[src/rtl/lpfd_pkg.sv]
// ----------------------------------------------------------------------------
// lpfd_pkg
// Shared types and constants of the length-prefixed frame deframer.
// ----------------------------------------------------------------------------
package lpfd_pkg;

	localparam logic [31:0] MAX_FRAME_LEN_RST = 32'(512 * 1024 - 4);
	localparam logic [7:0]  CH_CR             = 8'h0D;
	localparam logic [7:0]  CH_LF             = 8'h0A;
	localparam logic [7:0]  BYTE_ZERO         = 8'h00;
	localparam logic [2:0]  WIN_BYTES         = 3'd4;

	typedef enum logic [1:0] {
		PH_HEADER  = 2'd0,
		PH_PREFIX  = 2'd1,
		PH_PAYLOAD = 2'd2
	} phase_t;

	typedef enum logic [1:0] {
		EV_PAYLOAD = 2'd0,
		EV_BAD_LEN = 2'd1,
		EV_HDR_END = 2'd2
	} event_t;

	typedef struct packed {
		event_t      event_res;
		logic [7:0]  payload_byte;
		logic        last_of_frame;
		logic [31:0] frame_length;
	} result_t;

	// handshake between the stages
	typedef struct packed {
		logic valid;
		logic advance;
	} stage_ctl_t;

endpackage

[src/rtl/lpfd_in_reg.sv]
// ----------------------------------------------------------------------------
// lpfd_in_reg
// Input register: holds one stream byte until the core consumes it.
// ----------------------------------------------------------------------------
module lpfd_in_reg (
	input  logic       clk,
	input  logic       arst_n,
	input  logic       in_valid,
	output logic       in_stall,
	input  logic [7:0] data,
	input  logic       advance,
	output logic       valid_s1,
	output logic [7:0] data_s1
);
	import lpfd_pkg::*;

	logic load;

	// stall only while a held word cannot move on
	assign in_stall = valid_s1 && !advance;
	assign load     = in_valid && !in_stall;

	always_ff @(posedge clk or negedge arst_n) begin
		if (!arst_n) begin
			valid_s1 <= 1'b0;
		end else if (load) begin
			valid_s1 <= 1'b1;
		end else if (advance) begin
			valid_s1 <= 1'b0;
		end
	end

	always_ff @(posedge clk) begin
		if (load) begin
			data_s1 <= data;
		end
	end

endmodule

[src/rtl/lpfd_core.sv]
// ----------------------------------------------------------------------------
// lpfd_core
// Deframer state: header search, prefix window, payload count.
// Computes the result of the held word and advances state when it moves on.
// ----------------------------------------------------------------------------
module lpfd_core (
	input  logic             clk,
	input  logic             arst_n,
	input  logic [7:0]       data_s1,
	input  lpfd_pkg::stage_ctl_t ctl,
	input  logic [31:0]      max_frame_len,
	output logic             res_valid,
	output lpfd_pkg::result_t res
);
	import lpfd_pkg::*;

	phase_t      phase_q,   phase_d;
	logic [1:0]  hmatch_q,  hmatch_d;
	logic [31:0] win_q,     win_d;
	logic [2:0]  fill_q,    fill_d;
	logic [31:0] remain_q,  remain_d;
	logic [31:0] cur_len_q, cur_len_d;

	logic [31:0] win_shift;
	logic [2:0]  fill_inc;
	logic        win_full;
	logic        len_bad;
	logic [31:0] remain_dec;
	logic        pay_last;
	logic        hdr_end;

	assign win_shift  = {win_q[23:0], data_s1};
	assign fill_inc   = (fill_q < WIN_BYTES) ? fill_q + 3'd1 : fill_q;
	assign win_full   = (fill_inc >= WIN_BYTES);
	assign len_bad    = (win_shift == 32'd0) || (win_shift > max_frame_len);
	assign remain_dec = (remain_q != 32'd0) ? remain_q - 32'd1 : 32'd0;
	assign pay_last   = (remain_dec == 32'd0);
	assign hdr_end    = (hmatch_q == 2'd3) && (data_s1 == CH_LF);

	// next state
	always_comb begin
		phase_d   = phase_q;
		hmatch_d  = hmatch_q;
		win_d     = win_q;
		fill_d    = fill_q;
		remain_d  = remain_q;
		cur_len_d = cur_len_q;
		unique case (phase_q)
			PH_HEADER: begin
				if (hdr_end) begin
					hmatch_d = 2'd0;
					phase_d  = PH_PREFIX;
					fill_d   = 3'd0;
					win_d    = 32'd0;
				end else begin
					unique case (hmatch_q)
						2'd1: hmatch_d = (data_s1 == CH_LF) ? 2'd2 :
						                 ((data_s1 == CH_CR) ? 2'd1 : 2'd0);
						2'd2: hmatch_d = (data_s1 == CH_CR) ? 2'd3 : 2'd0;
						default: hmatch_d = (data_s1 == CH_CR) ? 2'd1 : 2'd0;
					endcase
				end
			end
			PH_PAYLOAD: begin
				remain_d = remain_dec;
				if (pay_last) begin
					phase_d = PH_PREFIX;
					fill_d  = 3'd0;
					win_d   = 32'd0;
				end
			end
			default: begin
				phase_d = PH_PREFIX;
				win_d   = win_shift;
				fill_d  = fill_inc;
				if (win_full) begin
					if (len_bad) begin
						// resync: drop leading bytes until the window opens 00 00 or holds one byte
						priority if (win_shift[23:16] == BYTE_ZERO &&
						             win_shift[15:8] == BYTE_ZERO) begin
							fill_d = 3'd3;
							win_d  = {8'd0, win_shift[23:0]};
						end else if (win_shift[15:8] == BYTE_ZERO &&
						             win_shift[7:0] == BYTE_ZERO) begin
							fill_d = 3'd2;
							win_d  = {16'd0, win_shift[15:0]};
						end else begin
							fill_d = 3'd1;
							win_d  = {24'd0, win_shift[7:0]};
						end
					end else begin
						cur_len_d = win_shift;
						remain_d  = win_shift;
						fill_d    = 3'd0;
						win_d     = 32'd0;
						phase_d   = PH_PAYLOAD;
					end
				end
			end
		endcase
	end

	// result of the held word
	always_comb begin
		res_valid = 1'b0;
		res       = '{event_res: EV_PAYLOAD, payload_byte: 8'd0,
		              last_of_frame: 1'b0, frame_length: 32'd0};
		unique case (phase_q)
			PH_HEADER: begin
				if (hdr_end) begin
					res_valid     = 1'b1;
					res.event_res = EV_HDR_END;
				end
			end
			PH_PAYLOAD: begin
				res_valid         = 1'b1;
				res.payload_byte  = data_s1;
				res.last_of_frame = pay_last;
				res.frame_length  = cur_len_q;
			end
			default: begin
				if (win_full && len_bad) begin
					res_valid        = 1'b1;
					res.event_res    = EV_BAD_LEN;
					res.frame_length = win_shift;
				end
			end
		endcase
	end

	always_ff @(posedge clk or negedge arst_n) begin
		if (!arst_n) begin
			phase_q   <= PH_HEADER;
			hmatch_q  <= 2'd0;
			win_q     <= 32'd0;
			fill_q    <= 3'd0;
			remain_q  <= 32'd0;
			cur_len_q <= 32'd0;
		end else if (ctl.valid && ctl.advance) begin
			phase_q   <= phase_d;
			hmatch_q  <= hmatch_d;
			win_q     <= win_d;
			fill_q    <= fill_d;
			remain_q  <= remain_d;
			cur_len_q <= cur_len_d;
		end
	end

`ifndef SYNTHESIS
	a_fill_range: assert property (@(posedge clk) disable iff (!arst_n)
		fill_q <= WIN_BYTES)
		else $error("prefix window fill above four");

	a_payload_nonzero: assert property (@(posedge clk) disable iff (!arst_n)
		phase_q == PH_PAYLOAD |-> remain_q != 32'd0)
		else $error("payload phase with no bytes remaining");

	a_hdr_only_in_header: assert property (@(posedge clk) disable iff (!arst_n)
		ctl.valid && ctl.advance && res_valid && res.event_res == EV_HDR_END
		|=> phase_q == PH_PREFIX && fill_q == 3'd0)
		else $error("header end did not start prefix gathering");
`endif

endmodule

[src/rtl/lpfd_out_reg.sv]
// ----------------------------------------------------------------------------
// lpfd_out_reg
// Result register: holds one result word until the sink takes it.
// ----------------------------------------------------------------------------
module lpfd_out_reg (
	input  logic              clk,
	input  logic              arst_n,
	input  logic              advance,
	input  logic              res_valid,
	input  lpfd_pkg::result_t res,
	output logic              free,
	output logic              out_valid,
	input  logic              out_stall,
	output lpfd_pkg::result_t res_s2
);
	import lpfd_pkg::*;

	// free when empty or the held word leaves this cycle
	assign free = !out_valid || !out_stall;

	always_ff @(posedge clk or negedge arst_n) begin
		if (!arst_n) begin
			out_valid <= 1'b0;
		end else if (free) begin
			out_valid <= advance && res_valid;
		end
	end

	always_ff @(posedge clk) begin
		if (free && advance && res_valid) begin
			res_s2 <= res;
		end
	end

endmodule

[src/rtl/length_prefixed_frame_deframer.sv]
// ----------------------------------------------------------------------------
// length_prefixed_frame_deframer
// Strips an HTTP response header, then splits a byte stream into frames that
// each carry a 4-byte big-endian length prefix.
// ----------------------------------------------------------------------------
// One stream byte enters per word on the input channel. Bytes up to and
// including the first CR LF CR LF are dropped; the final LF gives a header-end
// result (event 2). After that, four bytes are gathered as a big-endian length.
// A length of zero or above max_frame_len gives an invalid-length result
// (event 1, frame_length holds the rejected value) and the window resyncs by
// dropping leading bytes until it opens with 00 00 or holds one byte. A good
// length gives no result; the next that-many bytes each come out as event 0
// with frame_length set and last_of_frame on the final one, and gathering
// starts over. Each byte gives at most one result word. The block takes one
// byte per clock: a byte sits in an input register, the deframer state and
// the result are worked out from it by combinational logic, and the result
// lands in an output register. A byte can enter every cycle as long as the
// output register is empty or being drained; a stall on the output holds the
// byte in the input register and stalls the input in that same cycle.
// Write max_frame_len (reset 524284) only while the block is idle; cfg_ready
// is always high.
// ----------------------------------------------------------------------------
module length_prefixed_frame_deframer (
	input  logic        clk,
	input  logic        arst_n,
	// configuration write
	input  logic        cfg_valid,
	output logic        cfg_ready,
	input  logic [31:0] cfg_data,
	// byte input
	input  logic        in_valid,
	output logic        in_stall,
	input  logic [7:0]  data,
	// result output
	output logic        out_valid,
	input  logic        out_stall,
	output logic [1:0]  event_res,
	output logic [7:0]  payload_byte,
	output logic        last_of_frame,
	output logic [31:0] frame_length
);
	import lpfd_pkg::*;

	logic        cfg_wr;
	logic [31:0] max_frame_len_q;
	logic        valid_s1;
	logic [7:0]  data_s1;
	logic        out_free;
	logic        advance;
	stage_ctl_t  core_ctl;
	logic        res_valid;
	result_t     res;
	result_t     res_s2;

	// take configuration at any time; the user writes only while idle
	assign cfg_ready = 1'b1;
	assign cfg_wr    = cfg_valid && cfg_ready;

	always_ff @(posedge clk or negedge arst_n) begin
		if (!arst_n) begin
			max_frame_len_q <= MAX_FRAME_LEN_RST;
		end else if (cfg_wr) begin
			max_frame_len_q <= cfg_data;
		end
	end

	// move the held byte on whenever the result register can take its word
	assign advance        = valid_s1 && out_free;
	assign core_ctl.valid = valid_s1;
	assign core_ctl.advance = advance;

	lpfd_in_reg u_in_reg (
		.clk      (clk),
		.arst_n   (arst_n),
		.in_valid (in_valid),
		.in_stall (in_stall),
		.data     (data),
		.advance  (advance),
		.valid_s1 (valid_s1),
		.data_s1  (data_s1)
	);

	lpfd_core u_core (
		.clk           (clk),
		.arst_n        (arst_n),
		.data_s1       (data_s1),
		.ctl           (core_ctl),
		.max_frame_len (max_frame_len_q),
		.res_valid     (res_valid),
		.res           (res)
	);

	lpfd_out_reg u_out_reg (
		.clk       (clk),
		.arst_n    (arst_n),
		.advance   (advance),
		.res_valid (res_valid),
		.res       (res),
		.free      (out_free),
		.out_valid (out_valid),
		.out_stall (out_stall),
		.res_s2    (res_s2)
	);

	// drive the result fields straight from the output register
	assign event_res     = res_s2.event_res;
	assign payload_byte  = res_s2.payload_byte;
	assign last_of_frame = res_s2.last_of_frame;
	assign frame_length  = res_s2.frame_length;

`ifndef SYNTHESIS
	a_non_payload_clean: assert property (@(posedge clk) disable iff (!arst_n)
		out_valid && event_res != EV_PAYLOAD |-> payload_byte == 8'd0 && !last_of_frame)
		else $error("non-payload result carries payload bits");

	a_hdr_len_zero: assert property (@(posedge clk) disable iff (!arst_n)
		out_valid && event_res == EV_HDR_END |-> frame_length == 32'd0)
		else $error("header end result with nonzero length");

	a_stall_backpressure: assert property (@(posedge clk) disable iff (!arst_n)
		valid_s1 && out_valid && out_stall |-> in_stall)
		else $error("input taken while a byte is blocked");
`endif

endmodule
[config.mk]
export PLATFORM = sky130hd
export DESIGN_NAME = length_prefixed_frame_deframer
export DESIGN_NICKNAME = d
export VERILOG_FILES = /design/src/rtl/lpfd_pkg.sv /design/src/rtl/lpfd_in_reg.sv /design/src/rtl/lpfd_core.sv /design/src/rtl/lpfd_out_reg.sv /design/src/rtl/length_prefixed_frame_deframer.sv
export SDC_FILE = /design/constraint.sdc
export NUM_CORES = 1
export LEC_CHECK = 0
export ABC_AREA = 0
export BUFFER_PORTS_ARGS = -buffer_cell sky130_fd_sc_hd__clkbuf_2
export CORE_MARGIN = 4
export CORE_UTILIZATION = 59
export DETAILED_ROUTE_END_ITERATION = 8
export PLACE_DENSITY_LB_ADDON = 0.15
export SETUP_SLACK_MARGIN = 0.4
export SLEW_MARGIN = 10
export SYNTH_ARGS = -nofsm -noshare
export SYNTH_HDL_FRONTEND = slang
export SYNTH_SLANG_ARGS = --single-unit
[constraint.sdc]
create_clock -name clk -period 5.25 [get_ports clk]
set_input_delay 0.525 -clock clk [delete_from_list [all_inputs] [get_ports clk]]
set_output_delay 0.525 -clock clk [all_outputs]
set_load 0.02 [all_outputs]
* After elaboration in Yosys (flattened, before gate mapping)
Cells that the tools add are included.
** Cells by class
- $add $sub $neg :: 2
- Multiplexer cells :: 39
- $lt $le $gt $ge :: 3
- Reduce and logical (&&, ||, !) cells :: 31
- Eq/ne operators :: 9
- Bitwise logic cells :: 3
** Operators with widths (number)
- two-way mux 32 bit :: 4
- one-hot mux 32 bit (2 select lines) :: 2
- two-way mux 24 bit :: 5
- zero test 32 bit :: 2
- one-hot mux 24 bit (2 select lines) :: 1
- > comparator 32 bit :: 1
- nonzero test 32 bit :: 1
- subtractor 32 x 1 -> 32 bit (second input constant) :: 1
- zero test 8 bit :: 3
- two-way mux 2 bit :: 9
- two-way mux 3 bit :: 6
- == test 8 x 4 -> 1 bit (second input constant) :: 2
- two-way mux 16 bit :: 1
- one-hot mux 2 bit (2 select lines) :: 3
- logical AND 1 bit :: 11
- AND reduction 4 bit :: 2
- == test 2 bit (second input constant) :: 3
- two-way mux 1 bit :: 6
- one-hot mux 3 bit (2 select lines) :: 1
- zero test 1 bit :: 4
- inequality test 2 x 1 -> 1 bit (second input constant) :: 2
- nonzero test 2 bit :: 2
- adder 3 x 1 -> 3 bit (second input constant) :: 1
- greater-or-equal comparator 3 bit (second input constant) :: 1
- 10 further kinds :: 13
** Storage, ports and cells
- Logic and storage cells :: 101
- Flip-flop bits (word level) :: 180

* Depth between registers and ports, before layout
- Depth in word-level cells :: 8
- Depth in mapped cells :: 12

* Cells and area by module
Synthesis repeated with hierarchy kept, for this count alone.
** Second synthesis, totals
- Cell total of the unflattened synthesis :: 783
- Area, all modules :: 9347.7 um^2
** By module, submodules not included
- lpfd_core :: area each 6333.6 um^2, times used 1, cells each 651
- length_prefixed_frame_deframer :: area each 1383.8 um^2, times used 1, cells each 71
- lpfd_out_reg :: area each 1332.5 um^2, times used 1, cells each 48
- lpfd_in_reg :: area each 297.8 um^2, times used 1, cells each 13

* Worst setup path after synthesis
No wires, ideal clock.
- Path kind :: reg-to-reg
- Start :: register max_frame_len_q[14]
- End :: register, netlist name u_out_reg.res_s2[0]
- Path buffers :: 0
- Clock period less this slack :: 4.484 ns
- Required time :: 4.806 ns
- Stages on the path, launching flop included :: 10
- Arrival :: 4.041 ns
- Setup slack :: 0.766 ns
- Path through :: dfstp_2 inv_1 ha_1 nand4_1 a2111oi_0 o31a_1 o21ai_1 nor3b_1 nor2_1 nor2_1
** Between the ends
- Cells in the longest elaborated chain, start to end :: 6
** Ends and longest elaborated chain
- start: declaration :: line length_prefixed_frame_deframer.sv:45 : logic [31:0] max_frame_len_q;
- start signal: assignment :: line length_prefixed_frame_deframer.sv:63 : max_frame_len_q <= cfg_data;
- > comparator 32 bit :: line lpfd_core.sv:35 : assign len_bad = (win_shift == 32'd0) || (win_shift > max_frame_len);
- logical OR 1 bit :: line lpfd_core.sv:35
- logical AND 1 bit :: line lpfd_core.sv:122 : if (win_full && len_bad) begin
- two-way mux 1 bit :: line lpfd_core.sv:122
- one-hot mux 1 bit (2 select lines) :: line lpfd_core.sv:108 : unique case (phase_q)
- logical AND 1 bit :: line lpfd_out_reg.sv:30 : if (free && advance && res_valid) begin
Every way passes these cells.
A chain may end at the register's enable or synchronous reset.

* Final worst setup path
- Start :: register u_core.remain_q[0]
- End :: register u_core.win_q[14]
** Between the ends
- Cells in the longest elaborated chain, start to end :: 5
- Elaborated cells between the ends (all ways) :: 6
- Those cells by class :: add/sub (1); eq/ne (1); mux (1); reduce/logical (3)
** Ends and longest elaborated chain
- start: declaration :: line lpfd_core.sv:21 : logic [31:0] remain_q, remain_d;
- start signal: assignment :: line lpfd_core.sv:144 : remain_q <= remain_d;
- subtractor 32 x 1 -> 32 bit or nonzero test 32 bit (tied branches) :: line lpfd_core.sv:36 : assign remain_dec = (remain_q != 32'd0) ? remain_q - 32'd1 : 32'd0;
- two-way mux 32 bit * :: line lpfd_core.sv:36
- zero test 32 bit * :: line lpfd_core.sv:37 : assign pay_last = (remain_dec == 32'd0);
- inequality test 2 x 1 -> 1 bit (no source line) *
- AND reduction 3 bit (no source line) *
- end signal: assignment :: line lpfd_core.sv:142 : win_q <= win_d;
- end: declaration :: line lpfd_core.sv:19 : logic [31:0] win_q, win_d;
Every way passes the cells marked *; elsewhere a longest branch is shown, timed or not.

==> flow_metrics.tcl <==
set metrics [dict create \
    top_layer "met4" \
    clock_skew_ps 6.753 \
    rsz0062_at_grt "no" \
    cp_max_fo 27 \
    ys_seq_area_share_pct 53.55 \
    crit_type "register to register" \
    drc 0 \
    cts_buffers 17 \
    viasPerCell 6.347 \
    p_leak_nw 4.550 \
    worstPathRequired_ps 5560 \
    start_kind "register" \
    yosysTopAreaCellShare_pct 31.39 \
    endpoint_kind "register" \
    drtAntennaViolNets 0 \
    slew_viol_final 0 \
    diodes 0 \
    fin_util_pct 68.95 \
    setup_ws_ps 1144 \
    worstSkewPairLatency_ps 430 \
    clk_path_buf_depth 2 \
    syn_avg_cell_area_sq_um 10.70 \
    post-route-period-util_pct 78.21 \
    ys_async_sr_fraction_pct 71.67 \
    placed_cells 1076 \
    detailed_place_hpwl_um 15420 \
    synth_area_leader_cell "dfrtp_1" \
    wl_per_cell_um 20.26 \
    post_cts_resized 0 \
    seq_power_share_pct 43.1 \
    vias 7033 \
    dieWidth_um 131.0 \
    p_sw_mw 1.763 \
    grt_pass1_wl_um 36600 \
    wl_met1_um 9664 \
    antenna_found_initial 0 \
    grt_use_total_pct 27.56 \
    fin_cells 1108 \
    netlist_top_cells_area "dfrtp_1, edfxtp_1, a22o_1, ha_1, dfstp_2" \
    htreeDepth 4 \
    finalHoldViolations 0 \
    fmax_ghz 0.2436 \
    fp.dieH_um 131.0 \
    relSlewSlack_pct 27.41 \
    finalCriticalPeriod_ps 4106 \
    peakVddDrop_mv 0.3114 \
    place_ws_ps 1229 \
    tightest_slew_ps 1089 \
    coreArea_sq_mm 0.01470 \
    synth_nets 916 \
    start_util_pct 60.73 \
    finalSetupTns_ps 0 \
    cts_tree "done" \
    wirelength_um 22450 \
    grt_overflow 0 \
    synth_edf_count 51 \
    ctsHoldBuffers 0 \
    portBuffers 89 \
    setup_violations 0 \
    clock-sinks 180 \
    wl_met3_um 1407 \
    total_power_mw 4.686 \
    grt_start_max_net_pins 88 \
    power.density_mw_per_mm2 462.4 \
    crit_arrival_ps 4420 \
    netlist_area_sq_mm 0.008927 \
    grt_pass1_vias 7181 \
    p_int_mw 2.923 \
    ios 91 \
    run_status "completed" \
    n_fill_cell 1120 \
    dr_wl_met2_um 10670 \
    layout-drive-gt1-share_pct 21.75 \
    clk_pin_slew_ps 70 \
    maxCapViolations 0 \
    clkPwrFrac_pct 27.4 \
    ys_ff_latch 180 \
    min_path_type "primary input to register" \
    dr.pass1.iters 6 \
    die_area_sq_mm 0.01716 \
    area_delta_synth_final_pct 13.52 \
    synth-warning-count 0 \
    comb_power_share_pct 29.5 \
    yosysUniqueCellTypes 65 \
    swShare_pct 37.63 \
    fin_nets 993 \
    place_congestion 0.9334 \
    cts_root_buf "clkbuf_16" \
    yosys_most_used_dff "dfrtp_1" \
    num_rows 44 \
    drt_iter0_drc 540 \
    syn_inst 834 \
    cts_setup_buffers 0 \
]
==> flip-flops by register name (all words and copies together) (netlist names) <==
register,count
u_core.hmatch_q,2
u_core.fill_q,3
u_core.cur_len_q,32
u_core.phase_q,2
u_core.win_q,24
u_out_reg.res_s2,43
u_core.remain_q,32
u_out_reg.out_valid,1
u_in_reg.data_s1,8
max_frame_len_q,32
u_in_reg.valid_s1,1
==> worst max-delay path: stages, from the launching register on <==
cell	delay [ps]
dfrtp_1	460
inv_1	150
ha_1	340
nor3b_1	770
and4_1	350
xor2_1	80
or4b_2	610
or4_4	420
o211ai_2	210
a21oi_2	80
buf_4	220
a22o_1	270
==> placed cells by master (no fill, tap or decap), drive strengths merged, types with 25 or more instances in the layout <==
master	n
ha	37
mux2	31
edfxtp	51
a21oi	46
a22o	58
dfrtp	112
o21ai	84
clkbuf	107
nor2	43
nor3	25
nand2	61
inv	50
==> cells by family after synthesis <==
kind of cell / Yosys count / synth area share, %
adders and majority gates: 37 / 5.186
muxes: 33 / 4.135
buffers and inverters: 93 / 4.205
other: 1 / 0.04201
DFF: 180 / 53.55
AOI/OAI and AO/OA: 244 / 18.07
xor gates and xnor gates: 6 / 0.5886
and+or+nand+nor: 240 / 14.23
==> Yosys cell counts, drive strengths merged, types with 12 or more instances <==
cell type / n
ha: 37
nand3: 15
dfstp: 17
dfrtp: 112
mux2: 31
nand4: 12
nand2: 61
clkbuf: 37
and2: 13
nor2: 43
o21ai: 84
a21oi: 46
a22o: 58
nor3: 25
inv: 46
nor4: 23
edfxtp: 51
==> metrics by stage <==
step / hold WS, ps / cell area (sq um)
6_report: 265.8 / 10130
5_1_grt: 250.2 / 10130
4_1_cts: 252.1 / 10130
3_5_place_dp: 477.7 / 9542
3_3_place_gp: 460.4 / 9542
2_1_floorplan: 229.4 / 8927
==> power by group through the flow <==
stage / combinational [mW] / clock, mW / sequential, mW
final: 1.38 / 1.28 / 2.02
after global routing: 1.53 / 1.36 / 2.05
after CTS: 1.38 / 1.30 / 2.01
after detailed placement: 1.37 / 0 / 2.03
after global placement: 1.33 / 0 / 2.03
after floorplan: 0.824 / 0 / 2.10
==> routing by layer <==
layer,track usage [%],up-vias
met4,11.55,0
li1,-,3261
met2,44.80,279
met3,5.528,55
met5,0,-
met1,36.25,3438
==> layout make-up <==
cell class / count / area (sq um) / share of cell area, %
flip-flops and latches: 180 / 4781 / 47.17
multi-input cells: 561 / 3790 / 37.40
repair buffers: 105 / 568.0 / 5.605
clock buffers: 19 / 442.9 / 4.370
well taps: 184 / 230.2 / 2.272
inverters: 46 / 172.7 / 1.704
clock inverters: 13 / 150.1 / 1.481
==> worst paths after layout <==
| check | startpoint | endpoint | slack [ps] | cells past startpoint |
|---|---|---|---|---|
| worst min-delay path | data[5] | u_in_reg.data_s1[5] | 270 | 1 |
| worst max register to register | u_core.remain_q[0] | u_core.win_q[14] | 1140 | 11 |
| max in group asynchronous | arst_n | u_core.win_q[12] | 3760 | 2 |
| worst max-delay path | u_core.remain_q[0] | u_core.win_q[14] | 1140 | 11 |
| min in group asynchronous | arst_n | max_frame_len_q[30] | 290 | 1 |
| worst min register to register | u_core.cur_len_q[0] | u_core.cur_len_q[0] | 490 | 2 |
Note: power is estimated with default switching activity, not from simulation.
